**src/rtl/keyword_line_matcher_core_assert.svh**
```systemverilog
// Assertion macros shared by the keyword line matcher RTL.
`ifndef KEYWORD_LINE_MATCHER_CORE_ASSERT_SVH
`define KEYWORD_LINE_MATCHER_CORE_ASSERT_SVH

// Same-cycle implication, checked out of reset.
`define KLM_ASSERT_SAME(lbl, ante, cons, msg) \
    lbl: assert property (@(posedge aclk) disable iff (!aresetn) (ante) |-> (cons)) \
        else $error(msg);

// Next-cycle implication, checked out of reset.
`define KLM_ASSERT_NEXT(lbl, ante, cons, msg) \
    lbl: assert property (@(posedge aclk) disable iff (!aresetn) (ante) |=> (cons)) \
        else $error(msg);

`endif

```
**src/rtl/klm_pkg.sv**
```systemverilog
// Package for the keyword line matcher: constants, types and byte helpers.
package klm_pkg;

    localparam int MAX_KEY_BYTES_DEF    = 16;
    localparam int LINE_NUMBER_BITS_DEF = 32;
    localparam int KEY_REG_BYTES        = 16;
    localparam int BYTE_W               = 8;
    localparam int CFG_DATA_W           = 64;
    localparam int CFG_IDX_W            = 3;
    localparam int KEY_LEN_W            = 5;
    localparam int OUT_NUM_W            = 32;
    localparam int M_TDATA_W            = 40;
    localparam int CMP_W                = 8;

    localparam logic [BYTE_W-1:0] UNDERSCORE = 8'h5F;

    // Configuration register indexes
    typedef enum logic [CFG_IDX_W-1:0] {
        REG_KEY_LOW    = 3'd0,
        REG_KEY_HIGH   = 3'd1,
        REG_KEY_LENGTH = 3'd2,
        REG_CASE_SENS  = 3'd3,
        REG_WHOLE_WORD = 3'd4
    } cfg_reg_t;

    // Per-cell compare status for the byte entering the cell
    typedef struct packed {
        logic eq;
        logic word;
    } cell_stat_t;

    // One finished-line result
    typedef struct packed {
        logic [OUT_NUM_W-1:0] number;
        logic                 matched;
    } line_result_t;

    function automatic logic is_word_byte(input logic [BYTE_W-1:0] b);
        return (b >= 8'h30 && b <= 8'h39) || (b >= 8'h41 && b <= 8'h5A) ||
               (b >= 8'h61 && b <= 8'h7A) || (b == UNDERSCORE);
    endfunction

    function automatic logic [BYTE_W-1:0] fold_byte(input logic [BYTE_W-1:0] b,
                                                    input logic fold_en);
        logic [BYTE_W-1:0] r;
        r = b;
        if (fold_en && b >= 8'h41 && b <= 8'h5A) begin
            r = b + 8'h20;
        end
        return r;
    endfunction

endpackage

```
**src/rtl/keyword_line_matcher_core.sv**
```systemverilog
// Keyword line matcher top level: config registers, cell chain and line control.
//
// Usage:
//   s_ channel carries text one byte per transfer: s_tdata is the byte,
//   s_tlast marks the last byte of a line, s_tuser marks the first byte of a
//   file (line numbering restarts at 1, any unfinished line is dropped).
//   m_ channel gives one transfer per finished line: matched flag and the
//   one-based, saturating line number within the file.
//   cfg_ channel writes the keyword, its length, case and whole-word modes;
//   cfg_ready is always high. Write it only while no line is in flight.
// Timing:
//   One byte per cycle sustained while s_tready is high; the whole window
//   compare runs in the cell chain in the cycle a byte is taken. The line
//   result is registered in the output buffer before it appears on m_.
// Reset and stall:
//   aresetn clears the registers, line state and line counter. When m_tready
//   is low, results queue in the output register and a skid stage; s_tready
//   drops only when both are full, so no result is lost.
module keyword_line_matcher_core #(
    parameter int MAX_KEY_BYTES    = klm_pkg::MAX_KEY_BYTES_DEF,
    parameter int LINE_NUMBER_BITS = klm_pkg::LINE_NUMBER_BITS_DEF
) (
    input  logic                              aclk,
    input  logic                              aresetn,
    // s_tdata: line_byte[7:0]
    input  logic                              s_tvalid,
    output logic                              s_tready,
    input  logic [klm_pkg::BYTE_W-1:0]        s_tdata,
    input  logic                              s_tlast,
    // s_tuser: file_start[0]
    input  logic                              s_tuser,
    // m_tdata: line_matched[0], line_number[32:1], zero pad[39:33]
    output logic                              m_tvalid,
    input  logic                              m_tready,
    output logic [klm_pkg::M_TDATA_W-1:0]     m_tdata,
    input  logic                              cfg_valid,
    output logic                              cfg_ready,
    input  logic [klm_pkg::CFG_IDX_W-1:0]     cfg_index,
    input  logic [klm_pkg::CFG_DATA_W-1:0]    cfg_data
);
    import klm_pkg::*;

    localparam int SEEN_W = $clog2(MAX_KEY_BYTES + 2);
    localparam int IDX_W  = $clog2(MAX_KEY_BYTES + 1);
    localparam logic [SEEN_W-1:0] SEEN_MAX = SEEN_W'(MAX_KEY_BYTES + 1);

    // Configuration registers
    logic [CFG_DATA_W-1:0] key_low_reg, key_high_reg;
    logic [KEY_LEN_W-1:0]  key_len_reg;
    logic                  case_sens_reg, word_bound_reg;

    // Line state
    logic [SEEN_W-1:0]           seen_reg, seen_next;
    logic                        pend_reg, pend_next;
    logic                        found_reg, found_next;
    logic [LINE_NUMBER_BITS-1:0] cnt_reg, cnt_next;

    logic                           accept, push, buf_space;
    logic [KEY_REG_BYTES*BYTE_W-1:0] key_vec;
    logic [BYTE_W-1:0]              win [MAX_KEY_BYTES];
    cell_stat_t                     stat [MAX_KEY_BYTES];
    logic [MAX_KEY_BYTES-1:0]       term;
    logic [MAX_KEY_BYTES:0]         word_vec;
    logic [SEEN_W-1:0]              seen_eff, seen_inc;
    logic                           pend_eff, found_eff;
    logic                           key_ok, hit, edge_ok, pend_hit;
    logic [LINE_NUMBER_BITS-1:0]    cnt_base, cnt_inc;
    line_result_t                   res, out_res;

    assign accept    = s_tvalid & s_tready;
    assign s_tready  = buf_space;
    assign cfg_ready = 1'b1;
    assign key_vec   = {key_high_reg, key_low_reg};

    // Take configuration writes; unknown indexes are dropped
    always_ff @(posedge aclk) begin
        if (!aresetn) begin
            key_low_reg    <= '0;
            key_high_reg   <= '0;
            key_len_reg    <= '0;
            case_sens_reg  <= 1'b0;
            word_bound_reg <= 1'b0;
        end else if (cfg_valid && cfg_ready) begin
            case (cfg_index)
                REG_KEY_LOW:    key_low_reg    <= cfg_data;
                REG_KEY_HIGH:   key_high_reg   <= cfg_data;
                REG_KEY_LENGTH: key_len_reg    <= cfg_data[KEY_LEN_W-1:0];
                REG_CASE_SENS:  case_sens_reg  <= cfg_data[0];
                REG_WHOLE_WORD: word_bound_reg <= cfg_data[0];
                default: ;
            endcase
        end
    end

    // Cell chain: cell i sees the byte that becomes recent byte i
    for (genvar i = 0; i < MAX_KEY_BYTES; i++) begin : g_cell
        logic [CMP_W-1:0]  kj;
        logic [BYTE_W-1:0] key_sel;
        logic [BYTE_W-1:0] din;

        // Cell i lines up with keyword byte length-1-i
        assign kj      = CMP_W'(key_len_reg) - CMP_W'(i + 1);
        assign key_sel = (kj[CMP_W-1:4] != '0) ? '0 : key_vec[8*kj[3:0] +: 8];
        if (i == 0) begin : g_head
            assign din = s_tdata;
        end else begin : g_body
            assign din = win[i-1];
        end

        klm_cell u_cell (
            .aclk     (aclk),
            .shift_en (accept),
            .fold_en  (~case_sens_reg),
            .byte_in  (din),
            .key_byte (key_sel),
            .byte_out (win[i]),
            .stat     (stat[i])
        );

        assign term[i]     = (CMP_W'(i) >= CMP_W'(key_len_reg)) | stat[i].eq;
        assign word_vec[i] = stat[i].word;
    end
    assign word_vec[MAX_KEY_BYTES] = is_word_byte(win[MAX_KEY_BYTES-1]);

    // Match decision on the window after this byte enters
    always_comb begin
        seen_eff  = s_tuser ? '0 : seen_reg;
        pend_eff  = pend_reg & ~s_tuser;
        found_eff = found_reg & ~s_tuser;
        seen_inc  = (seen_eff == SEEN_MAX) ? seen_eff : seen_eff + 1'b1;
        key_ok    = (key_len_reg != '0) &&
                    (CMP_W'(key_len_reg) <= CMP_W'(MAX_KEY_BYTES)) &&
                    (CMP_W'(seen_inc) >= CMP_W'(key_len_reg));
        hit       = key_ok & (&term);
        edge_ok   = (CMP_W'(seen_inc) == CMP_W'(key_len_reg)) ||
                    !word_vec[IDX_W'(key_len_reg)];
        pend_hit  = pend_eff & ~is_word_byte(s_tdata);
        found_next = found_eff | pend_hit |
                     (hit & (~word_bound_reg | (edge_ok & s_tlast)));
        pend_next  = hit & word_bound_reg & edge_ok & ~s_tlast;
        seen_next  = seen_inc;
        cnt_base   = s_tuser ? '0 : cnt_reg;
        cnt_inc    = (&cnt_base) ? cnt_base : cnt_base + 1'b1;
        cnt_next   = s_tlast ? cnt_inc : cnt_base;
    end

    // Update line state on each transfer; clear it at line end
    always_ff @(posedge aclk) begin
        if (!aresetn) begin
            seen_reg  <= '0;
            pend_reg  <= 1'b0;
            found_reg <= 1'b0;
            cnt_reg   <= '0;
        end else if (accept) begin
            cnt_reg <= cnt_next;
            if (s_tlast) begin
                seen_reg  <= '0;
                pend_reg  <= 1'b0;
                found_reg <= 1'b0;
            end else begin
                seen_reg  <= seen_next;
                pend_reg  <= pend_next;
                found_reg <= found_next;
            end
        end
    end

    // Emit one result per finished line
    assign push       = accept & s_tlast;
    assign res.matched = found_next;
    assign res.number  = OUT_NUM_W'(cnt_inc);

    klm_out_buf u_out_buf (
        .aclk      (aclk),
        .aresetn   (aresetn),
        .push      (push),
        .push_data (res),
        .space     (buf_space),
        .out_valid (m_tvalid),
        .out_ready (m_tready),
        .out_data  (out_res)
    );

    assign m_tdata = M_TDATA_W'({out_res.number, out_res.matched});

`include "keyword_line_matcher_core_assert.svh"

    `KLM_ASSERT_NEXT(a_line_end_result, accept && s_tlast, m_tvalid, "line end gave no result")
    `KLM_ASSERT_NEXT(a_line_end_clear, accept && s_tlast, seen_reg == '0 && !pend_reg && !found_reg, "line state not cleared")
    `KLM_ASSERT_NEXT(a_file_restart, accept && s_tuser && !s_tlast, cnt_reg == '0, "file start did not restart numbering")
    `KLM_ASSERT_SAME(a_pend_whole_word, pend_reg, seen_reg != '0, "pending candidate outside a line")

endmodule

```
**src/rtl/klm_cell.sv**
```systemverilog
// One window cell: holds a recent byte and compares the byte entering it.
module klm_cell (
    input  logic                        aclk,
    input  logic                        shift_en,
    input  logic                        fold_en,
    input  logic [klm_pkg::BYTE_W-1:0]  byte_in,
    input  logic [klm_pkg::BYTE_W-1:0]  key_byte,
    output logic [klm_pkg::BYTE_W-1:0]  byte_out,
    output klm_pkg::cell_stat_t         stat
);
    import klm_pkg::*;

    logic [BYTE_W-1:0] byte_reg;

    // Compare and classify the byte this cell takes on the transfer
    always_comb begin
        stat.eq   = (fold_byte(byte_in, fold_en) == fold_byte(key_byte, fold_en));
        stat.word = is_word_byte(byte_in);
    end

    // Advance the window by one byte per transfer
    always_ff @(posedge aclk) begin
        if (shift_en) begin
            byte_reg <= byte_in;
        end
    end

    assign byte_out = byte_reg;

endmodule

```
**src/rtl/klm_out_buf.sv**
```systemverilog
// Two-entry output buffer: output register plus skid stage for line results.
module klm_out_buf (
    input  logic                   aclk,
    input  logic                   aresetn,
    input  logic                   push,
    input  klm_pkg::line_result_t  push_data,
    output logic                   space,
    output logic                   out_valid,
    input  logic                   out_ready,
    output klm_pkg::line_result_t  out_data
);
    import klm_pkg::*;

    logic         out_valid_reg, out_valid_next;
    logic         skid_valid_reg, skid_valid_next;
    line_result_t out_data_reg, out_data_next;
    line_result_t skid_data_reg, skid_data_next;
    logic         pop;

    assign pop = out_valid_reg & out_ready;

    // Route new results to the output register or park them in the skid stage
    always_comb begin
        out_valid_next  = out_valid_reg;
        skid_valid_next = skid_valid_reg;
        out_data_next   = out_data_reg;
        skid_data_next  = skid_data_reg;
        if (skid_valid_reg) begin
            if (pop) begin
                out_data_next   = skid_data_reg;
                skid_valid_next = 1'b0;
            end
        end else if (push) begin
            if (!out_valid_reg || pop) begin
                out_data_next  = push_data;
                out_valid_next = 1'b1;
            end else begin
                skid_data_next  = push_data;
                skid_valid_next = 1'b1;
            end
        end else if (pop) begin
            out_valid_next = 1'b0;
        end
    end

    always_ff @(posedge aclk) begin
        if (!aresetn) begin
            out_valid_reg  <= 1'b0;
            skid_valid_reg <= 1'b0;
        end else begin
            out_valid_reg  <= out_valid_next;
            skid_valid_reg <= skid_valid_next;
        end
        out_data_reg  <= out_data_next;
        skid_data_reg <= skid_data_next;
    end

    assign space     = ~skid_valid_reg;
    assign out_valid = out_valid_reg;
    assign out_data  = out_data_reg;

endmodule
```
**config.mk**
```make
export PLATFORM = sky130hd
export DESIGN_NAME = keyword_line_matcher_core
export DESIGN_NICKNAME = d
export VERILOG_FILES = /design/src/rtl/klm_pkg.sv /design/src/rtl/keyword_line_matcher_core.sv /design/src/rtl/klm_cell.sv /design/src/rtl/klm_out_buf.sv
export VERILOG_INCLUDE_DIRS = /design/src /design/src/rtl
export SDC_FILE = /design/constraint.sdc
export NUM_CORES = 1
export LEC_CHECK = 0
export BUFFER_PORTS_ARGS = -buffer_cell sky130_fd_sc_hd__buf_2
export CORE_MARGIN = 3
export CORE_UTILIZATION = 30
export CTS_CLUSTER_DIAMETER = 100
export DETAILED_ROUTE_END_ITERATION = 10
export SLEW_MARGIN = 5
export SYNTH_ARGS = -nofsm -noshare
export SYNTH_HDL_FRONTEND = slang
export SYNTH_HIERARCHICAL = 1
export SYNTH_SLANG_ARGS = --single-unit
```
**constraint.sdc**
```tcl
create_clock -name aclk -period 12.75 [get_ports aclk]
set_input_delay 2.55 -clock aclk [delete_from_list [all_inputs] [get_ports aclk]]
set_output_delay 2.55 -clock aclk [all_outputs]
set_load 0.02 [all_outputs]
```
* Word-level counts from Yosys, hierarchy flattened
Cells that the tools add are included.
** Word-level totals
- Register bits :: 370
- Output and inout port bits :: 43
** Operators by class
- Equality and inequality tests :: 41
- Shift-type cells :: 16
- Reduce and logical (&&, ||, !) cells :: 203
- Bitwise logic cells :: 38
- Muxes and demuxes :: 69
- Magnitude comparators :: 153
- $add $sub $neg :: 50
** Operator list (number)
- indexed part select 128 x 8 -> 8 bit :: 16
- greater-or-equal comparator 8 x 7 -> 1 bit, second input constant :: 50
- less-or-equal comparator 8 x 7 -> 1 bit, second input constant :: 50
- two-way mux 8 bit :: 48
- adder 8 x 6 -> 8 bit, second input constant :: 32
- == test 8 x 7 -> 1 bit, second input constant :: 17
- greater-or-equal comparator 8 x 6 -> 1 bit, second input constant :: 17
- less-or-equal comparator 8 x 6 -> 1 bit, second input constant :: 17
- two-way mux 33 bit :: 4
- == test 8 bit :: 16
- logical AND 1 bit :: 117
- two-way mux 32 bit :: 3
- nonzero test 4 bit :: 16
- logical OR 1 bit :: 53
- subtractor 5 x 4 -> 6 bit, second input constant :: 8
- greater-or-equal comparator 4 x 5 -> 1 bit, first input constant :: 8
- adder 32 x 1 -> 32 bit, second input constant :: 1
- AND reduction 32 bit :: 1
- subtractor 5 x 3 -> 6 bit, second input constant :: 4
- greater-or-equal comparator 3 x 5 -> 1 bit, first input constant :: 4
- OR 1 bit :: 19
- AND reduction 16 bit :: 1
- two-way mux 5 bit :: 3
- bitwise AND 1 bit :: 12
- other kinds (25) :: 53

* Longest topological paths before layout
- Depth in word-level cells :: 16
- Gate-level depth with buffers :: 25

* By module
The synthesis kept the hierarchy.
** By module, submodules not included
- keyword_line_matcher_core :: area an instance 15791.4 um^2, instances 1, cells each 1637
- klm_cell :: area an instance 680.7 um^2, instances 16, cells each 67
- klm_out_buf :: area an instance 2502.4 um^2, instances 1, cells each 117

* Least setup slack after synthesis
No wires, ideal clock.
- Path kind :: register to register
- Start :: reg key_len_reg[0]
- End :: reg u_out_buf.out_data_reg (netlist bit u_out_buf/out_data[0]) (data pin)
- Cell stages (with the launch flop) :: 26
- Data arrival time :: 5.814 ns
- Buffers on the path :: 7
- Slack :: 6.806 ns
- Library setup time :: 0.130 ns
- Required time :: 12.620 ns
- Cell sequence :: dfxtp_1 -> buf_2 -> buf_4 -> buf_2 -> buf_2 -> inv_1 -> ha_1 -> buf_2 -> buf_2 -> clkbuf_1 -> mux4_2 -> mux4_2 -> nor2b_1 -> or4_1 -> o21bai_2 -> nor4_2 -> mux2i_1 -> o21ai_1 -> and4bb_1 -> o2111ai_1 -> o21ai_0 -> a21oi_1 -> nand4b_1 -> or4_1 -> o211ai_1 -> mux2_2
** RTL lines
- start, declared :: RTL line keyword_line_matcher_core.sv:49 : logic [KEY_LEN_W-1:0] key_len_reg;
- start signal, assigned :: RTL line keyword_line_matcher_core.sv:87 : REG_KEY_LENGTH: key_len_reg <= cfg_data[KEY_LEN_W-1:0];
- end signal, assigned :: RTL line klm_out_buf.sv:54 : out_data_reg <= out_data_next;
- end, declared :: RTL line klm_out_buf.sv:16 : line_result_t out_data_reg, out_data_next;

==> run_results.csv <==
group,metric,value,unit
sta,finClkSkew,30.88,ps
sta,timing.slew.headroom,20.28,%
logic_synthesis,synth-async-reset-ratio,0,%
route,first_pass_iters,8,
worst_setup_path,crit_fanout,64,
logic_synthesis,synthFlopType,"sky130_fd_sc_hd__edfxtp_1",
clock_tree,tritoncts,"done",
layout,largest_reg_flops,128,
hold_path,hold_path_depth,2,
worst_setup_path,crit-reg2reg-capture,"u_out_buf/out_data[0]$_DFFE_PP_",
clock_tree,clock_sink_count,370,
place,post-place-ws,6559,ps
route,drt_first_iter_violations,2669,
global_routing,global_route.usage.met1,24.72,%
worst_setup_path,r2r-start,"key_len_reg[1]$_SDFFE_PN0P_",
clock_tree,postCtsHoldBufs,0,
route,drc_errors_left,0,
layout,layout.filler_cells,9593,
sta,setup_viol,0,
logic_synthesis,synth.avg_cell_area,10.33,µm²
global_routing,grt_util_met2,27.60,%
power,irDropWorstVdd,0.09156,mV
die,start_util,30.49,%
logic_synthesis,syn-instance-count,2826,
die,die_height,317.9,µm
worst_setup_path,reg2regPathDepth,16,
place,detailed_place_hpwl,70.85,mm
global_routing,first_global_vias,21860,
power,finalPower,3031,µW
flow_run,number_of_violations_of_the_max_capacitance_limit,0,
power,cell_leakage_power,0.01072,µW
layout,drive_above_1_share,21.63,%
sta,timing.final.crit_period,6286,ps
sta,setup_tns,0,ps
place,place_area,0.03098,mm²
global_routing,grt_util_met3,3.740,%
hold_path,worst_hold_path.endpoint,"cnt_reg[21]$_SDFFE_PN0P_",
global_routing,grt.busiest_layer,"met2",
global_routing,grt_pass1_wl,142.2,mm
logic_synthesis,synth_edf_count,194,
layout,fin_nets,3026,
route,post_drt_via_cell_ratio,5.738,
layout,area.growth.synth_to_final,11.20,%
logic_synthesis,ys_seq_elements,370,
worst_setup_path,kind_of_capture_point_of_the_worst_setup_path,"flop",
logic_synthesis,synthesis.area,0.02918,mm²
route,antenna_left,0,
sta,worst_slack,6464,ps
hold_path,hold_path.class,"reg2reg",
sta,clock.fmax,159.1,MHz
sta,post-route-period-util,49.31,%
worst_setup_path,worst-endpoint-required,13210,ps
place,gp_routability_congestion,0.9727,
global_routing,number_of_antenna_violations_at_the_first_check_in_global_routing,12,
route,drt_wl_total,94.29,mm
worst_setup_path,setup.worst_path.class,"reg2reg",
global_routing,maximum_number_of_pins_on_one_net_before_global_route_repair,129,
global_routing,globalRouteTotalUtil,18.00,%
die,design.portCount,125,
sta,rsz0062_at_grt,"false",
clock_tree,post_cts.repair.setup_buffers,0,
worst_setup_path,start_kind,"flop",
die,die_width,317.9,µm
global_routing,grt_overflow_total,0,
hold_path,holdCritStartpoint,"cnt_reg[21]$_SDFFE_PN0P_",
die,die_area,0.1011,mm²
clock_tree,clk_pin_slew_worst_paths,70,ps
worst_setup_path,setup.reg_to_reg.worst_slack,6460,ps
layout,final_design_area_no_fill,0.03245,mm²
sta,final_max_slew_viol_count,0,
logic_synthesis,synth_sequential_area_ratio,32.03,%
clock_tree,clkLatencyLatePin,590,ps
layout,final_core_utilization,33.90,%
die,core-area,0.09572,mm²
worst_setup_path,crit_arrival,6750,ps
clock_tree,clk_path_buf_depth,3,
clock_tree,tritoncts.num_buffers,42,
power,power_density,93.40,mW/mm²
route,routed-via-count,23940,
logic_synthesis,ys.warnings.count,6,
route,detail_route.wl_per_cell,22.60,µm
clock_tree,cts_root_buf,"sky130_fd_sc_hd__clkbuf_16",
die,placementRows,113,
logic_synthesis,synthDistinctLibCells,84,
place,place.port_buffers,116,
sta,hold_viol_final,0,
sta,worst_pin_slew,1187,ps
clock_tree,number_of_h_tree_branching_levels,2,
clock_tree,postCtsResizedCells,0,
outcome,run_status,"finished clean",
synth_stat cells, types with 62 or more instances:
cell type                  number  share of area, %
sky130_fd_sc_hd__mux4_2       224                17
sky130_fd_sc_hd__nand3_1       70               1.2
sky130_fd_sc_hd__clkbuf_1      79               1.0
sky130_fd_sc_hd__a21oi_1      111               1.9
sky130_fd_sc_hd__and3_1        62               1.3
sky130_fd_sc_hd__a21boi_0     131               3.4
sky130_fd_sc_hd__nand2_1      373               4.8
sky130_fd_sc_hd__dfxtp_1      176                12
sky130_fd_sc_hd__edfxtp_1     194                20
sky130_fd_sc_hd__xor2_1        62               1.9
sky130_fd_sc_hd__nor2b_1       87               1.9
sky130_fd_sc_hd__ha_1          74               3.2
sky130_fd_sc_hd__nor2_1       138               1.8
sky130_fd_sc_hd__xnor2_1      117               3.5
area by class of cell:
cell class,count,area [µm²],area share (%)
multi-input combinational,2250,18990,58.52
clock buffer,52,1110,3.420
sequential,370,9358,28.84
inverter,59,224.0,0.6901
clock inverter,25,347.8,1.072
antenna,4,10.01,0.03084
tap,1265,1583,4.877
timing repair buffer,147,828.3,2.552
kinds of logic after synthesis:
group,share of synthesized area [%]
AND/OR/NAND/NOR,20.35
AO/OA/AOI/OAI,13.68
flip-flops,32.03
multiplexers,21.31
buffers and inverters,3.164
XOR/XNOR,6.264
adder cells (fa/ha/maj),3.173
other,0.02573
report_power, final:
| part | switching, µW | leakage, µW | internal (µW) |
|---|---|---|---|
| sequential | 80.9 | 0.00335 | 1300 |
| combinational | 213 | 0.00668 | 154 |
| clock | 515 | 0.000696 | 768 |
| total | 809 | 0.0107 | 2220 |
worst max-delay path by stage:
stage                           startpoint                         endpoint  slack, ps  cells past startpoint
2_1_floorplan  key_len_reg[0]$_SDFFE_PN0P_  u_out_buf/out_data[0]$_DFFE_PP_       6810                     25
3_3_place_gp   key_len_reg[1]$_SDFFE_PN0P_  u_out_buf/out_data[0]$_DFFE_PP_       6500                     16
3_5_place_dp   key_len_reg[1]$_SDFFE_PN0P_  u_out_buf/out_data[0]$_DFFE_PP_       6560                     16
4_1_cts        key_len_reg[1]$_SDFFE_PN0P_  u_out_buf/out_data[0]$_DFFE_PP_       6540                     16
5_1_grt        key_len_reg[2]$_SDFFE_PN0P_  u_out_buf/out_data[0]$_DFFE_PP_       6170                     15
6_report       key_len_reg[1]$_SDFFE_PN0P_  u_out_buf/out_data[0]$_DFFE_PP_       6460                     16
metrics by stage:
step | instances | hold WS [ps]
2_1_floorplan | 2832 | 420.6
3_3_place_gp | 4091 | 473.7
3_5_place_dp | 4091 | 475.4
4_1_cts | 4168 | 485.9
5_1_grt | 4168 | 532.4
6_report | 4172 | 490.2
cell usage in the layout (no fill, tap or decap), types with 20 or more instances in the layout:
cell type,synthesis,final
sky130_fd_sc_hd__mux2i_1,60,60
sky130_fd_sc_hd__edfxtp_1,194,194
sky130_fd_sc_hd__nand4b_1,21,21
sky130_fd_sc_hd__and3_1,62,62
sky130_fd_sc_hd__xnor2_1,117,115
sky130_fd_sc_hd__nand2b_1,21,21
sky130_fd_sc_hd__a21boi_0,131,131
sky130_fd_sc_hd__nor2_1,138,137
sky130_fd_sc_hd__xor2_1,62,61
sky130_fd_sc_hd__a211oi_1,45,45
sky130_fd_sc_hd__mux2_2,51,51
sky130_fd_sc_hd__inv_1,57,55
sky130_fd_sc_hd__o21ai_0,50,50
sky130_fd_sc_hd__a21o_1,20,20
sky130_fd_sc_hd__nand2_1,373,372
sky130_fd_sc_hd__buf_4,11,31
sky130_fd_sc_hd__nor3_1,48,48
sky130_fd_sc_hd__ha_1,74,73
sky130_fd_sc_hd__a21oi_1,111,110
sky130_fd_sc_hd__mux4_2,224,224
sky130_fd_sc_hd__buf_2,45,115
sky130_fd_sc_hd__clkbuf_16,0,43
sky130_fd_sc_hd__nand4_1,38,38
sky130_fd_sc_hd__nand3_1,70,70
sky130_fd_sc_hd__nor2b_1,87,87
sky130_fd_sc_hd__dfxtp_1,176,173
sky130_fd_sc_hd__o211ai_1,21,21
sky130_fd_sc_hd__o21ai_1,37,37
critical path, stage by stage (launching register included):
cell,delay (ps)
sky130_fd_sc_hd__dfxtp_4,480
sky130_fd_sc_hd__inv_1,280
sky130_fd_sc_hd__ha_4,1010
sky130_fd_sc_hd__mux4_2,650
sky130_fd_sc_hd__mux4_2,560
sky130_fd_sc_hd__and3_1,290
sky130_fd_sc_hd__o21bai_2,230
sky130_fd_sc_hd__nor4_2,480
sky130_fd_sc_hd__mux2i_1,260
sky130_fd_sc_hd__o21ai_1,70
sky130_fd_sc_hd__and4bb_1,240
sky130_fd_sc_hd__a221oi_1,50
sky130_fd_sc_hd__nor4_1,420
sky130_fd_sc_hd__nand4b_1,250
sky130_fd_sc_hd__or4_1,520
sky130_fd_sc_hd__o211ai_1,120
sky130_fd_sc_hd__mux2_2,180
per-layer routing:
| metal | routed length, µm | part of all wire (%) | up-vias |
|---|---|---|---|
| met5 | 48 | 0.051 | - |
| met4 | 4131 | 4.4 | 8 |
| met3 | 7613 | 8.1 | 167 |
| met2 | 42160 | 45 | 1026 |
| met1 | 40340 | 43 | 11850 |
| li1 | - | - | 10890 |
Power figures use the tool's default switching activity.
